--- src/rqct_pkg.sv ---
// rqct_pkg: shared types and constants for the replica quorum commit tracker.
// Used by rqct_slot_mem, rqct_scan and replica_quorum_commit_tracker.
// No dependencies.
package rqct_pkg;

    localparam int OFFSET_W     = 63;
    localparam int ASM_W        = 56;
    localparam int ASM_CNT_W    = 3;
    localparam int QUORUM_W     = 5;
    localparam int ACTIVE_W     = 5;
    localparam int BEACON_BYTES = 8;

    localparam logic [OFFSET_W-1:0]  OFFSET_MAX = {OFFSET_W{1'b1}};
    localparam logic [QUORUM_W-1:0]  QUORUM_RST = QUORUM_W'(1);
    localparam logic [ASM_CNT_W-1:0] LAST_BYTE  = ASM_CNT_W'(BEACON_BYTES - 1);

    // item kinds
    localparam logic [1:0] MODE_BEACON     = 2'd0;
    localparam logic [1:0] MODE_CONNECT    = 2'd1;
    localparam logic [1:0] MODE_DISCONNECT = 2'd2;
    localparam logic [1:0] MODE_SYNC       = 2'd3;

    // one slot's stored record
    typedef struct packed {
        logic [OFFSET_W-1:0]  offset;
        logic [ASM_W-1:0]     asm_bytes;
        logic [ASM_CNT_W-1:0] asm_count;
    } rqct_entry_t;

    // scan accumulator control
    typedef struct packed {
        logic clear;
        logic take;
        logic member;
    } rqct_scan_ctl_t;

endpackage

--- src/replica_quorum_commit_tracker.sv ---
// replica_quorum_commit_tracker: top level, control sequencer, slot flags, output register.
// Depends on rqct_pkg, rqct_slot_mem, rqct_scan.
//
// channel  | direction | handshake           | payload
// ---------+-----------+---------------------+-----------------------------------------------
// in       | input     | in_valid/in_ready   | mode, slot, data_byte, in_sync
// out      | output    | out_valid/out_ready | commit_point, committed_advanced,
//          |           |                     | beacon_complete, regression, active_count
// cfg      | input     | cfg_valid/cfg_ready | cfg_data (quorum)
//
// Sequence: connect, disconnect, sync mark and dropped items go from idle straight to
// the finish state; a beacon byte for a connected slot adds one read-modify-write of
// the slot record. A beacon that completes and raises a slot's offset adds a scan of
// the record memory, one slot per read cycle, then a drain and a decide state. The
// single read port of the record memory is why the scan reads one slot at a time.
// Reset: slot flags, counts and committed offset clear at once; no clearing pass,
// records are always written by a connect before their contents are used.
// Stalls: one item at a time; a finished result waits in the output register and
// the next item is taken while it waits; cfg is always ready.
module replica_quorum_commit_tracker #(
    parameter int SLOTS = 16
) (
    input  logic                              clk,
    input  logic                              rst_n,
    input  logic                              in_valid,
    output logic                              in_ready,
    input  logic [1:0]                        mode,
    input  logic [3:0]                        slot,
    input  logic [7:0]                        data_byte,
    input  logic                              in_sync,
    output logic                              out_valid,
    input  logic                              out_ready,
    output logic [rqct_pkg::OFFSET_W-1:0]     commit_point,
    output logic                              committed_advanced,
    output logic                              beacon_complete,
    output logic                              regression,
    output logic [rqct_pkg::ACTIVE_W-1:0]     active_count,
    input  logic                              cfg_valid,
    output logic                              cfg_ready,
    input  logic [rqct_pkg::QUORUM_W-1:0]     cfg_data
);
    import rqct_pkg::*;

    localparam int IW = (SLOTS > 1) ? $clog2(SLOTS) : 1;
    localparam int CW = $clog2(SLOTS + 1);

    localparam logic [2:0] ST_IDLE   = 3'd0;
    localparam logic [2:0] ST_RMW    = 3'd1;
    localparam logic [2:0] ST_SCAN   = 3'd2;
    localparam logic [2:0] ST_DRAIN  = 3'd3;
    localparam logic [2:0] ST_DECIDE = 3'd4;
    localparam logic [2:0] ST_FINISH = 3'd5;

    logic [2:0]          state_reg, state_next;
    logic [SLOTS-1:0]    valid_reg, valid_next;
    logic [SLOTS-1:0]    sync_reg, sync_next;
    logic [CW-1:0]       count_reg, count_next;
    logic [QUORUM_W-1:0] quorum_reg;
    logic [OFFSET_W-1:0] committed_reg, committed_next;
    logic [IW-1:0]       idx_reg, idx_next;
    logic [7:0]          byte_reg, byte_next;
    logic                adv_reg, adv_next;
    logic                cmp_reg, cmp_next;
    logic                regr_reg, regr_next;
    logic [IW-1:0]       scan_addr_reg, scan_addr_next;
    logic                pend_vld_reg, pend_vld_next;
    logic                pend_member_reg, pend_member_next;

    logic                out_valid_reg;
    logic [OFFSET_W-1:0] out_offset_reg;
    logic                out_adv_reg, out_cmp_reg, out_regr_reg;
    logic [ACTIVE_W-1:0] out_count_reg;

    logic                in_fire, in_range;
    logic [IW-1:0]       in_idx;
    logic                out_load;

    logic                mem_wr_en;
    logic [IW-1:0]       mem_wr_addr, mem_rd_addr;
    rqct_entry_t         mem_wr_data, mem_rd_data;

    rqct_scan_ctl_t      scan_ctl;
    logic [OFFSET_W-1:0] scan_min;
    logic [CW-1:0]       scan_members;

    logic [63:0]         raw;
    logic                raw_lt, raw_gt;

    assign in_ready  = (state_reg == ST_IDLE);
    assign in_fire   = in_valid && in_ready;
    assign in_range  = (32'(slot) < 32'(SLOTS));
    assign in_idx    = IW'(slot);
    assign cfg_ready = 1'b1;
    assign out_load  = (state_reg == ST_FINISH) && (!out_valid_reg || out_ready);

    // assembled beacon, signed 64-bit against the stored offset
    assign raw    = {byte_reg, mem_rd_data.asm_bytes};
    assign raw_lt = raw[63] || (raw[62:0] < mem_rd_data.offset);
    assign raw_gt = !raw[63] && (raw[62:0] > mem_rd_data.offset);

    assign mem_rd_addr = (state_reg == ST_SCAN) ? scan_addr_reg : in_idx;

    rqct_slot_mem #(
        .DEPTH (SLOTS),
        .AW    (IW)
    ) u_mem (
        .clk     (clk),
        .wr_en   (mem_wr_en),
        .wr_addr (mem_wr_addr),
        .wr_data (mem_wr_data),
        .rd_addr (mem_rd_addr),
        .rd_data (mem_rd_data)
    );

    rqct_scan #(
        .CW (CW)
    ) u_scan (
        .clk      (clk),
        .rst_n    (rst_n),
        .ctl      (scan_ctl),
        .offset   (mem_rd_data.offset),
        .low_mark (scan_min),
        .members  (scan_members)
    );

    always_comb
    begin
        state_next       = state_reg;
        valid_next       = valid_reg;
        sync_next        = sync_reg;
        count_next       = count_reg;
        committed_next   = committed_reg;
        idx_next         = idx_reg;
        byte_next        = byte_reg;
        adv_next         = adv_reg;
        cmp_next         = cmp_reg;
        regr_next        = regr_reg;
        scan_addr_next   = scan_addr_reg;
        pend_vld_next    = 1'b0;
        pend_member_next = pend_member_reg;
        mem_wr_en        = 1'b0;
        mem_wr_addr      = idx_reg;
        mem_wr_data      = mem_rd_data;
        scan_ctl.clear   = 1'b0;
        scan_ctl.take    = pend_vld_reg;
        scan_ctl.member  = pend_member_reg;

        case (state_reg)
            ST_IDLE:
            begin
                if (in_fire)
                begin
                    idx_next   = in_idx;
                    byte_next  = data_byte;
                    adv_next   = 1'b0;
                    cmp_next   = 1'b0;
                    regr_next  = 1'b0;
                    state_next = ST_FINISH;
                    if (in_range)
                    begin
                        case (mode)
                            MODE_BEACON:
                            begin
                                // record read issued this cycle at in_idx
                                if (valid_reg[in_idx])
                                begin
                                    state_next = ST_RMW;
                                end
                            end
                            MODE_CONNECT:
                            begin
                                if (!valid_reg[in_idx])
                                begin
                                    count_next = count_reg + CW'(1);
                                end
                                valid_next[in_idx] = 1'b1;
                                sync_next[in_idx]  = in_sync;
                                mem_wr_en          = 1'b1;
                                mem_wr_addr        = in_idx;
                                mem_wr_data        = '0;
                            end
                            MODE_DISCONNECT:
                            begin
                                if (valid_reg[in_idx])
                                begin
                                    count_next         = count_reg - CW'(1);
                                    valid_next[in_idx] = 1'b0;
                                end
                            end
                            default:
                            begin
                                if (valid_reg[in_idx])
                                begin
                                    sync_next[in_idx] = in_sync;
                                end
                            end
                        endcase
                    end
                end
            end
            ST_RMW:
            begin
                mem_wr_en  = 1'b1;
                state_next = ST_FINISH;
                if (mem_rd_data.asm_count != LAST_BYTE)
                begin
                    mem_wr_data.asm_bytes = mem_rd_data.asm_bytes
                        | (ASM_W'(byte_reg) << {mem_rd_data.asm_count, 3'b000});
                    mem_wr_data.asm_count = mem_rd_data.asm_count + ASM_CNT_W'(1);
                end
                else
                begin
                    cmp_next              = 1'b1;
                    mem_wr_data.asm_bytes = '0;
                    mem_wr_data.asm_count = '0;
                    if (raw_lt)
                    begin
                        regr_next = 1'b1;
                    end
                    else if (raw_gt)
                    begin
                        mem_wr_data.offset = raw[62:0];
                        scan_ctl.clear     = 1'b1;
                        scan_addr_next     = '0;
                        state_next         = ST_SCAN;
                    end
                end
            end
            ST_SCAN:
            begin
                // one record read per cycle; accumulate in the next cycle
                pend_vld_next    = 1'b1;
                pend_member_next = valid_reg[scan_addr_reg] && sync_reg[scan_addr_reg];
                scan_addr_next   = scan_addr_reg + IW'(1);
                if (scan_addr_reg == IW'(SLOTS - 1))
                begin
                    state_next = ST_DRAIN;
                end
            end
            ST_DRAIN:
            begin
                state_next = ST_DECIDE;
            end
            ST_DECIDE:
            begin
                if ((scan_members != '0)
                    && (32'(scan_members) >= 32'(quorum_reg))
                    && (scan_min > committed_reg))
                begin
                    committed_next = scan_min;
                    adv_next       = 1'b1;
                end
                state_next = ST_FINISH;
            end
            ST_FINISH:
            begin
                if (out_load)
                begin
                    state_next = ST_IDLE;
                end
            end
            default:
            begin
                state_next = ST_IDLE;
            end
        endcase
    end

    always_ff @(posedge clk or negedge rst_n)
    begin
        if (!rst_n)
        begin
            state_reg     <= ST_IDLE;
            valid_reg     <= '0;
            sync_reg      <= '0;
            count_reg     <= '0;
            quorum_reg    <= QUORUM_RST;
            committed_reg <= '0;
            pend_vld_reg  <= 1'b0;
            out_valid_reg <= 1'b0;
        end
        else
        begin
            state_reg     <= state_next;
            valid_reg     <= valid_next;
            sync_reg      <= sync_next;
            count_reg     <= count_next;
            committed_reg <= committed_next;
            pend_vld_reg  <= pend_vld_next;
            if (cfg_valid && cfg_ready)
            begin
                quorum_reg <= cfg_data;
            end
            if (out_load)
            begin
                out_valid_reg <= 1'b1;
            end
            else if (out_ready)
            begin
                out_valid_reg <= 1'b0;
            end
        end
    end

    // payload registers
    always_ff @(posedge clk)
    begin
        idx_reg         <= idx_next;
        byte_reg        <= byte_next;
        adv_reg         <= adv_next;
        cmp_reg         <= cmp_next;
        regr_reg        <= regr_next;
        scan_addr_reg   <= scan_addr_next;
        pend_member_reg <= pend_member_next;
        if (out_load)
        begin
            out_offset_reg <= committed_reg;
            out_adv_reg    <= adv_reg;
            out_cmp_reg    <= cmp_reg;
            out_regr_reg   <= regr_reg;
            out_count_reg  <= ACTIVE_W'(count_reg);
        end
    end

    assign out_valid          = out_valid_reg;
    assign commit_point       = out_offset_reg;
    assign committed_advanced = out_adv_reg;
    assign beacon_complete    = out_cmp_reg;
    assign regression         = out_regr_reg;
    assign active_count       = out_count_reg;

    a_commit_monotonic: assert property (@(posedge clk) disable iff (!rst_n)
        committed_reg >= $past(committed_reg))
        else $error("committed offset fell");

    a_busy_after_accept: assert property (@(posedge clk) disable iff (!rst_n)
        in_fire |=> (state_reg != ST_IDLE))
        else $error("sequencer idle right after accepting an item");

    a_count_bound: assert property (@(posedge clk) disable iff (!rst_n)
        32'(count_reg) <= 32'(SLOTS))
        else $error("active count beyond slot count");

    a_adv_needs_beacon: assert property (@(posedge clk) disable iff (!rst_n)
        (out_valid_reg && out_adv_reg) |-> (out_cmp_reg && !out_regr_reg))
        else $error("advance reported without a completed raising beacon");

    a_scan_only_after_raise: assert property (@(posedge clk) disable iff (!rst_n)
        (state_reg == ST_RMW && state_next == ST_SCAN) |-> (cmp_next && raw_gt))
        else $error("scan started without an offset raise");

endmodule

--- src/rqct_slot_mem.sv ---
// rqct_slot_mem: per-slot record store, one write port, one registered read port.
// Depends on rqct_pkg (rqct_entry_t).
module rqct_slot_mem #(
    parameter int DEPTH = 16,
    parameter int AW    = 4
) (
    input  logic                  clk,
    input  logic                  wr_en,
    input  logic [AW-1:0]         wr_addr,
    input  rqct_pkg::rqct_entry_t wr_data,
    input  logic [AW-1:0]         rd_addr,
    output rqct_pkg::rqct_entry_t rd_data
);
    import rqct_pkg::*;

    rqct_entry_t mem [DEPTH];
    rqct_entry_t rd_data_reg;

    always_ff @(posedge clk)
    begin
        if (wr_en)
        begin
            mem[wr_addr] <= wr_data;
        end
        rd_data_reg <= mem[rd_addr];
    end

    assign rd_data = rd_data_reg;

endmodule

--- src/rqct_scan.sv ---
// rqct_scan: running minimum and member count over in-sync slot offsets.
// Depends on rqct_pkg (rqct_scan_ctl_t, OFFSET_W, OFFSET_MAX).
module rqct_scan #(
    parameter int CW = 5
) (
    input  logic                              clk,
    input  logic                              rst_n,
    input  rqct_pkg::rqct_scan_ctl_t          ctl,
    input  logic [rqct_pkg::OFFSET_W-1:0]     offset,
    output logic [rqct_pkg::OFFSET_W-1:0]     low_mark,
    output logic [CW-1:0]                     members
);
    import rqct_pkg::*;

    logic [OFFSET_W-1:0] min_reg;
    logic [OFFSET_W-1:0] min_next;
    logic [CW-1:0]       members_reg;
    logic [CW-1:0]       members_next;

    always_comb
    begin
        min_next     = min_reg;
        members_next = members_reg;
        if (ctl.clear)
        begin
            min_next     = OFFSET_MAX;
            members_next = '0;
        end
        else if (ctl.take && ctl.member)
        begin
            members_next = members_reg + CW'(1);
            if (offset < min_reg)
            begin
                min_next = offset;
            end
        end
    end

    always_ff @(posedge clk or negedge rst_n)
    begin
        if (!rst_n)
        begin
            min_reg     <= OFFSET_MAX;
            members_reg <= '0;
        end
        else
        begin
            min_reg     <= min_next;
            members_reg <= members_next;
        end
    end

    assign low_mark = min_reg;
    assign members  = members_reg;

endmodule

--- config.mk ---
export PLATFORM = sky130hd
export DESIGN_NAME = replica_quorum_commit_tracker
export DESIGN_NICKNAME = d
export VERILOG_FILES = /design/src/rqct_pkg.sv /design/src/replica_quorum_commit_tracker.sv /design/src/rqct_slot_mem.sv /design/src/rqct_scan.sv
export SDC_FILE = /design/constraint.sdc
export NUM_CORES = 2
export LEC_CHECK = 0
export BUFFER_PORTS_ARGS = -buffer_cell sky130_fd_sc_hd__buf_2
export CELL_PAD_IN_SITES_DETAIL_PLACEMENT = 2
export CELL_PAD_IN_SITES_GLOBAL_PLACEMENT = 2
export CORE_AREA = 2 2 528 530
export CTS_CLUSTER_DIAMETER = 30
export DETAILED_ROUTE_END_ITERATION = 10
export DIE_AREA = 0 0 530 532
export PLACE_DENSITY = 0.61
export SYNTH_ARGS = -nofsm -noshare
export SYNTH_HDL_FRONTEND = slang
export SYNTH_SLANG_ARGS = --single-unit
--- constraint.sdc ---
create_clock -name clk -period 10.7 [get_ports clk]
set_input_delay 1.605 -clock clk [delete_from_list [all_inputs] [get_ports clk]]
set_output_delay 1.605 -clock clk [all_outputs]
set_load 0.05 [all_outputs]
* Word-level counts from Yosys, hierarchy flattened *
Memory sizes are Yosys's and may differ from the RTL's. A register that Yosys moved wholly into a read port is not among the register bits.
Index checks and enable logic that the tools add are counted.
W data, S select, Z words.

cells by class
  add/subtract/negate cells = 5
  shifts and indexed selects = 1
  equality and inequality tests = 19
  bitwise operators = 5
  $lt $le $gt $ge = 8
  multiplexer cells = 65
  reduce and logical (&&, ||, !) cells = 35

operators by type and width
  cell                   number
  $mux W63               6
  $mux W122              2
  $pmux W122 S2          1
  $gt A63 B63 Y1         2
  $lt A63 B63 Y1         2
  $pmux W16 S2           2
  $mux W59               1
  $or A56 B56 Y56        1
  $shl A8 B6 Y56         1
  $mux W16               2
  $mux W4                7
  $mux W3                8
  $mux W1                20
  $mux W5                4
  $pmux W3 S6            1
  $and A16 B16 Y16       1
  $bwmux W16             1
  $ne A2 B2 Y1 const B   8
  $not A16 Y16           1
  $or A16 B16 Y16        1
  $reduce_and A4 Y1      4
  $reduce_bool A2 Y1     8
  $bmux W1 S4            3
  $add A5 B1 Y5 const B  2
  29 further kinds       49

word-level totals
  input bits = 25
  output and inout bits = 74
  memories = 1
  flip-flop bits (word level) = 269
  memory bits (writable) = 1952
  word-level logic and storage cells = 161

memories
  memory     depth  bits a word  rd ports  clocked after memory_dff  write ports  line                 RTL
  u_mem.mem  16     122          1         1                         1            rqct_slot_mem.sv:16  rqct_entry_t mem [DEPTH];

* Logic depth before layout (Yosys ltp) *
  depth after elaboration = 8
  depth in mapped cells = 13

* Hierarchy *
From an unflattened synthesis, not the netlist that was laid out.

unflattened totals
  cells, all modules = 4967
  area total of the unflattened synthesis = 93185.6 um^2

by module, submodules not included
  module                         cells an instance  times used  area each (um^2)
  rqct_slot_mem                  3118               1           75289.7
  replica_quorum_commit_tracker  1328               1           13161.4
  rqct_scan                      521                1           4734.5

* Worst setup path after synthesis *
OpenSTA, ideal clock, no wires.

  path kind = reg-to-reg
  start point = register state_reg[2]
  end point = memory u_mem.mem[6][0] (netlist bit) (enable)
  arrival time = 8.061 ns
  period minus slack after synthesis = 8.666 ns
  buffers on the path = 3
  slack = 2.034 ns
  library setup time = 0.605 ns
  stages on the path, launching flop included = 10
  required time = 10.095 ns
  cells stage by stage = dfrtp_1 clkbuf_1 nor3_1 nand2_1 or2_2 clkbuf_1 clkbuf_1 nor2_1 a31oi_1 nor2_1

between the ends
  longest elaborated chain between the ends = 6
  elaborated cells on any way between the ends = 9

ends and longest elaborated chain
  item                           line                                  RTL
  from (decl)                    replica_quorum_commit_tracker.sv:54   logic [2:0] state_reg, state_next;
  from (signal assigned)         replica_quorum_commit_tracker.sv:284  state_reg <= state_next;
  $logic_not A3 Y1 *             replica_quorum_commit_tracker.sv:89   assign in_ready = (state_reg == ST_IDLE);
  via in_ready                   replica_quorum_commit_tracker.sv:26   output logic in_ready,
  $logic_and A1 B1 Y1            replica_quorum_commit_tracker.sv:90   assign in_fire = in_valid && in_ready;
  $mux W1                        replica_quorum_commit_tracker.sv:151  if (in_fire)
  $pmux W1 S2                    replica_quorum_commit_tracker.sv:148  case (state_reg)
  $mux W1                        rqct_slot_mem.sv:21                   if (wr_en)
  $mux W1 (not written as such)  rqct_slot_mem.sv:23                   mem[wr_addr] <= wr_data;
  to (decl)                      rqct_slot_mem.sv:16

The timed path passes the listed nets; every way through them passes the cells marked *.

==> qor.yml <==
power:
  total_power_uw: 38700
  peakVddDrop_mv: 0.126
  p_leak_uw: 0.0454
  powerDensity_nw_per_um2: 321
cells_and_area:
  final_common_cell: "nand2_1"
  mostFrequentLayoutCells: "nand2_1, edfxtp_1, clkbuf_16"
  areaGrowthSynthToFinish_pct: 25.1
  drive_gt1_frac: 0.149
  multi_input_area_um2: 25000
  nFillCells: 26900
  largest_reg_flops: 1952
  final_cells: 12100
  nets: 8140
  register_area_um2: 68300
placement:
  port_buffers: 97
  routabilityCongestion: 0.795
  place_inst: 11000
  dp_hpwl_um: 178000
sta:
  fmax_mhz: 185
  skew_ps: 66.1
  hold_viol_final: 0
  fin_crit_ps: 5410
  final.setup.tns_ps: 0
  slew_violations: 0
  max_slew_margin: 0.119
  rsz0062_at_grt: "false"
  setup_viol: 0
  tightest_slew_ps: 1320
  period_share: 0.506
worst_hold_path:
  holdPathEnd: "committed_advanced"
  hold_path_class: "reg2reg"
  min_path_cells: 0
  min_from: "adv_reg"
clock_tree:
  post_cts.repair.setup_buffers: 0
  clk_root_buffer_cell: "clkbuf_16"
  cts.clk_slew.worst_paths_ps: 40
  insertion_delay_ps: 920
  cts_max_level: 6
  post_cts_resized: 0
  hold_buffers: 0
  max-clock-path-buffers: 4
  cts_tree: "yes"
  cts_made_buffers: 568
  clock-sinks: 2343
critical_path:
  cp_num_buf_inv: 1
  cpMostUsedCell: "nand4_1"
  reg2reg_depth: 8
  crit_fanout: 53
  worstSetupPathDepth: 8
  r2r_slack_ps: 5290
  cp_slowest_cell: "mux2i_1"
  worst_setup_path_start_kind: "register"
  required_ps: 11180
  crit_type: "reg2reg"
  rr_startpoint: "byte_reg[4]"
  endpoint_kind: "register"
  critical_path.max_stage_delay_ps: 1090
  critPathArrivalTime_ps: 5890
  crit_family: "simple AND/OR/NAND/NOR gates"
  reg2reg_to: "u_mem.mem[8][115]"
  crit_chain: "ha_1 -> nand4_1 -> nor3_1 -> and3_1 -> nand4_1 -> nand4_1 -> buf_4 -> mux2i_1"
floorplan:
  coreArea_um2: 276000
  io_pins: 99
  die_area_um2: 282000
  die_y_um: 532
  start_util: 0.349
  die_x_um: 530
  num_rows: 193
logic_synthesis:
  synth_fp_nets: 7805
  ys.flop_type: "edfxtp_1"
  syn-instance-count: 7578
  netlist_area_um2: 96200
  avgSynthCellArea_um2: 12.7
  synth.area.top_cells: "edfxtp_1, nand2_1, dfrtp_1"
  ys_async_sr_fraction: 0.0760
  synth-seq-area-share: 0.710
  yosysTopAreaCell: "edfxtp_1"
  ys_warn_count: 0
  synth.distinct_cells: 73
  synth_top_area_frac: 0.638
  ys_ff_latch: 2343
  synth_edf_count: 2043
route:
  antenna_left: 0
  dr.pass1.iters: 5
  viasPerCell: 5.46
  avgRoutedWirePerCell_um: 28.1
  wirelength_um: 340000
  drt-initial-drc-count: 4331
  drcViolationCount: 0
  vias: 66100
global_route:
  antenna_found_initial: 30
  grt_overflow: 0
  grt_pass1_wl_um: 496000
  grt.total_usage: 0.237
  grt_max_degree: 171
  grt_pass1_vias: 73100
run:
  maxCapViolations: 0
outcome:
  status: "complete, no violations"
[Yosys cell counts, types with 4 or more instances]
cell type	number
buf_4	14
xnor2_1	7
a21boi_0	6
a31oi_1	275
mux2i_1	127
nand4_1	34
a2111oi_0	4
xor2_1	4
o211ai_1	68
nand3_1	277
buf_1	28
nor2_1	133
and4_1	7
and3_1	373
nor4_1	6
nor3_1	27
a221oi_1	4
ha_1	201
buf_6	5
nor2b_1	8
nand2_1	2078
dfstp_2	64
o21ai_0	97
a21oi_1	256
a21o_1	24
clkbuf_1	248
dfrtp_1	114
dfxtp_1	122
a211oi_1	131
and2_1	7
edfxtp_1	2043
nand2b_1	10
a311oi_1	248
inv_1	265
o31a_1	4
a221o_1	5
mux2_2	8
mux2_1	10
buf_2	189
[layer usage]
metal / track usage / routed length, um / vias up
met4: 0.0741 / 8830 / 0
met3: 0.0341 / 16300 / 586
li1: - / - / 28700
met2: 0.394 / 164000 / 1702
met5: 0 / 0 / -
met1: 0.319 / 151000 / 35100
[cells by family (layout without fill, tap and decap cells)]
kind of cell | count (synthesis) | in the layout | synth area share
AOI/OAI and AO/OA | 1138 | 1138 | 0.0797
xor gates and xnor gates | 11 | 11 | 0.00100
other | 1 | 14 | 0.0000390
and+or+nand+nor | 2978 | 2978 | 0.133
buffers and inverters | 752 | 1562 | 0.0327
adders and majority gates | 202 | 202 | 0.0263
muxes | 153 | 153 | 0.0171
DFF | 2343 | 2343 | 0.710
[metrics by stage]
stage          worst slack [ps]  cell area [um2]  utilization  hold WS, ps
3_3_place_gp               5270           101000        0.366          433
3_5_place_dp               5250           101000        0.366          420
2_1_floorplan              2030            96200            -          400
4_1_cts                    5360           120000        0.436          425
5_1_grt                    5150           120000        0.436          439
6_report                   5290           120000        0.436          421
[area by class of cell]
cell class                      instances  share of cell area
Antenna cell                           13            0.000270
Clock buffer                          722               0.127
Clock inverter                        323              0.0337
Inverter                              268             0.00836
Multi-Input combinational cell       4483               0.208
Sequential cell                      2343               0.568
Tap cell                             3705              0.0385
Timing Repair Buffer                  249              0.0167
[power by group]
part           leakage [uW]  total [uW]  switching (uW)  internal, uW
combinational        0.0143        7880            5790          2090
clock               0.00936       17400            5460         11900
sequential           0.0217       13400             919         12500
[how the worst max path moves through the flow]
stage	from	to	slack, ps
floorplan	state_reg[2]	u_mem.mem[6][0]	2030
global placement	slot[1]	u_mem.rd_data[73]	5270
detailed placement	slot[1]	u_mem.rd_data[73]	5250
CTS	byte_reg[4]	u_mem.mem[12][102]	5360
global route	byte_reg[4]	u_mem.mem[13][113]	5150
finish	byte_reg[4]	u_mem.mem[8][115]	5290
Note: power is estimated with default switching activity, not from simulation.
